`config.mk`:
```
export PLATFORM = sky130hd
export DESIGN_NAME = imh_cmp
export DESIGN_NICKNAME = d
export VERILOG_FILES = /design/src/hw/rtl/imh_cmp.sv
export SDC_FILE = /design/constraint.sdc
export NUM_CORES = 1
export LEC_CHECK = 0
export BUFFER_PORTS_ARGS = -buffer_cell sky130_fd_sc_hd__buf_2
export CAP_MARGIN = 0
export CORE_ASPECT_RATIO = 1.4
export CORE_UTILIZATION = 41
export DETAILED_ROUTE_END_ITERATION = 12
export PLACE_DENSITY_LB_ADDON = 0.05
export RECOVER_POWER = 25
export SETUP_SLACK_MARGIN = 0.5
export SYNTH_ARGS = -nofsm -noshare
export SYNTH_HDL_FRONTEND = slang
export SYNTH_SLANG_ARGS = --single-unit
export TNS_END_PERCENT = 5
```
`constraint.sdc`:
```
create_clock -name vclk -period 2.2
set_clock_uncertainty 0.15 [all_clocks]
set_input_delay 0.22 -clock vclk [all_inputs]
set_output_delay 0.22 -clock vclk [all_outputs]
set_load 0.05 [all_outputs]
```
`src/hw/rtl/imh_cmp.sv`:
```
// Shared compare unit: picks the smaller of a candidate against a running best.
module imh_cmp (
	input logic [31:0] best_cost,
	input logic [31:0] cand_cost,
	input logic cand_valid,
	output logic take
);
	// Strictly smaller only, so ties keep the earlier choice.
	assign take = cand_valid && (cand_cost < best_cost);
endmodule
```
After elaboration in Yosys (flattened, before gate mapping)
Index checks and enable logic that the tools add are counted.
{ "word_totals": {"register_bits": 0, "latchBits": 0, "ram_bits": 0, "romBits": 0, "in_bits": 65, "word_cells": 2, "n_memories": 0} }
{ "op_classes": {"addsub": 0, "n_mul": 0, "div": 0, "magnitude_cmp": 1, "n_eq_ne": 0, "shift": 0, "mux": 0, "n_bitwise": 0, "n_reduce_logical": 1} }
{ "ops": {"columns": ["operator", "count"], "rows": [
  ["< comparator 32 bit", 1],
  ["logical AND 1 bit", 1]
]} }

Logic depth before layout (Yosys ltp)
{ "depth": {"word_depth": 2, "mapped_depth": 7, "ltp_nobuf": 7} }

Least setup slack after synthesis
No wires, ideal clock.
{ "synth_path": {"kind": "input port to output port", "from": "input best_cost[2]", "to": "output take", "arrival_time_ns": 2.046, "t_required_ns": 1.830, "setup_slack_ns": -0.216, "stages": 7, "n_path_buf": 0, "cell_sequence": "inv_1 ha_1 a211o_1 a31oi_1 o311ai_1 a211o_1 a211oi_2"} }
{ "synth_via": {"elab_chain_cells": 2} }
{ "synth_lines": {"columns": ["element", "line", "text"], "rows": [
  ["from (decl)", "3", "input logic [31:0] best_cost,"],
  ["< comparator 32 bit", "9", "assign take = cand_valid && (cand_cost < best_cost);"],
  ["logical AND 1 bit", "9", null],
  ["to (decl)", "6", "output logic take"]
]} }
No other way between the ends.

Worst setup path in the final report
{ "layout_path": {"from": "input cand_cost[5]", "to": "output take"} }
{ "layout_via": {"elab_chain_cells": 2} }
{ "layout_lines": {"columns": ["element", "line", "text"], "rows": [
  ["from (decl)", "4", "input logic [31:0] cand_cost,"],
  ["< comparator 32 bit", "9", null],
  ["logical AND 1 bit", "9", null]
]} }
No other way between the ends.

==> metrics.md <==
| Metric | Value |
|---|---|
| Chip width | `38.97 µm` |
| Die footprint | `about 0.0021 mm²` |
| Synth Area in Adders | `0.4944` |
| Port Buffers | `66` |
| Fin crit share | `0.9607` |
| Share of post-route cells with drive strength above 1 | `0.4270` |
| Top routing layer used | `met3` |
| Via/cell ratio | `4.843` |
| M1 WL | `649 µm` |
| Startpoint types | `primary input` |
| Compound-Gate Fraction of Synth Area | `0.1946` |
| Wire length on met3 | `roughly 150 µm` |
| Total GRT Usage | `0.1528` |
| Combinational family with the most area after synthesis | `adder cells` |
| Met2 Wirelength | `945 µm` |
| Detailed Route WL | `1.748 mm` |
| Number of max-cap violations | `0` |
| Comb pwr share | `1.000` |
| Pleak | `between 0.7 and 0.8 nW` |
| First-pass GRT wire length | `2.456 mm` |
| Crit Path Category | `primary input to output pin` |
| Total chip power | `just over 0.0002 W` |
| Final Max Slew Viols | `0` |
| Min Clock Period, post-route | `2114 ps` |
| Initial DRC count | `5` |
| Seq/Total Area, Yosys | `0` |
| Most frequent cells in the layout | `buf_2 (63), inv_1 (30), ha_1 (27)` |
| Register Area | `0 µm²` |
| Hpwl dp | `1.698 mm` |
| Simple-gate portion of the synthesized area | `0.1579` |
| CP endpoint kind | `output pin` |
| Post-route ant nets | `0` |
| WL/cell | `8.828 µm` |
| Commonest non-fill, non-tap cell in the layout | `buf_2` |
| Initial Util | `0.4409` |
| Number of remaining DRC errors | `0` |
| YS warnings | `0` |
| Hold path start | `cand_valid` |
| Final setup TNS | `0 ps` |
| Grt total ovfl | `0` |
| Pwr dens | `165.7 mW/mm²` |
| Cell count after synthesis | `about 110` |
| Max_slew headroom | `0.8372` |
| Die height | `53.76 µm` |
| Peak VDD IR | `81.71 µV` |
| Row count | `18` |
| Int Power | `between 0.0001 and 0.00015 W` |
| Largest net degree at the start of global routing | `4` |
| Unrepaired setup endpoints after global routing | `true` |
| First drt pass iteration count | `4` |
| Tightest Pin Transition | `about 240 ps` |
| Crit path required time | `1830 ps` |
| Post-CTS setup buffer count | `0` |
| XOR/XNOR Fraction of Synth Area | `0` |
| Number of global-route vias before repair | `771` |
| Gpl congestion | `0.6161` |
| Outcome | `finished clean` |
| Syn_area_per_cell | `7.068 µm²` |
| Mux contribution to synthesized area | `0` |
| # IOs | `66` |
| Count of flip-flops and latches | `0` |
| Syn Std Cell Area | `784.5 µm²` |
| Crit Path Max Fanout | `2` |
| Sw Ratio | `0.4527` |
| F_max | `473.1 MHz` |
| Hold Vio Cnt, Final | `0` |
| P_sw | `around 0.000091 W` |
| Setup violators final | `0` |
| Clock buffers | `0` |
| Antenna violations before repair | `0` |
| Yosys cell types | `19` |
| Vias | `959` |
| Worst Path Arrival | `1740 ps` |
| Layout area overhead | `55.34%` |
| Syn nets | `between 200 and 250` |
| Seq pwr share | `0` |
| Core area | `about 0.0018 mm²` |
| Layout Nets | `276` |
| Antenna Cells | `0` |
| Clock power share | `0` |
| Worst Hold Class | `primary input to output pin` |
| Crit path from | `cand_cost[5]` |
==> worst max-delay path: stages <==
cell and delay, ps:
buf_2 120, ha_4 230, a211o_1 300, o211ai_2 70, o311ai_1 120, a211o_1 300, a211oi_4 210, buf_6 180
==> Yosys cell counts (2+ instances only) <==
cell	n	area (µm²)
inv_1	32	120.1
o21ai_0	4	20.02
a21oi_1	10	50.05
nand4_1	3	18.77
nand2_1	9	33.78
nand3_1	2	10.01
nor2_1	6	22.52
ha_1	31	387.9
and4_1	2	17.52
a211o_1	3	26.28
==> power groups by stage <==
| stage | clock network, W | registers [W] | logic (W) |
|---|---|---|---|
| floorplan | 0 | 0 | 0.000111 |
| global placement | 0 | 0 | 0.000187 |
| detailed placement | 0 | 0 | 0.000197 |
| CTS | 0 | 0 | 0.000201 |
| global route | 0 | 0 | 0.000232 |
| finish | 0 | 0 | 0.000202 |
==> cell type report <==
class                      instances  area [µm²]
multi-input combinational         79       708.2
timing repair buffer              67       360.3
inverter                          32       125.1
tap                               20       25.02
fill                             172       560.5
==> cells by family (layout without fill, tap and decap cells) <==
family | after synthesis | count (layout)
compound gates | 23 | 23
fa+ha+maj | 31 | 31
buf+inv | 32 | 99
simple gates | 25 | 25
==> repair_timing <==
item | in CTS | in global routing
pin swaps | 3 | 2
endpoints found under the setup margin | 1 | 1
hold buffers | 0 | 0
hold endpoints to repair | 0 | 0
cloned | 0 | 0
gates resized for setup | 3 | 6
==> worst paths after layout <==
| check | slack, ps | to | depth (start not counted) |
|---|---|---|---|
| worst min-delay path | 710 | take | 4 |
| worst max-delay path | 90 | take | 8 |
==> stage by stage <==
stage	cell area [µm²]	util	cells	hold slack, ps	setup slack [ps]
after floorplan	827.0	-	111	496.2	68.42
after global placement	1190	0.6688	198	764.9	-67.47
after detailed placement	1190	0.6688	198	761.6	-85.07
after CTS	1199	0.6737	198	710.6	20.65
after global routing	1219	0.6850	198	716.7	10.12
final	1219	0.6850	198	709.2	86.47
==> layer usage <==
metal / track usage / up-vias
li1: - / 513
met1: 0.1414 / 405
met2: 0.3500 / 41
met3: 0.008264 / 0
met4: 0 / 0
met5: 0 / -
No activity file was read; power rests on OpenSTA's default activity.
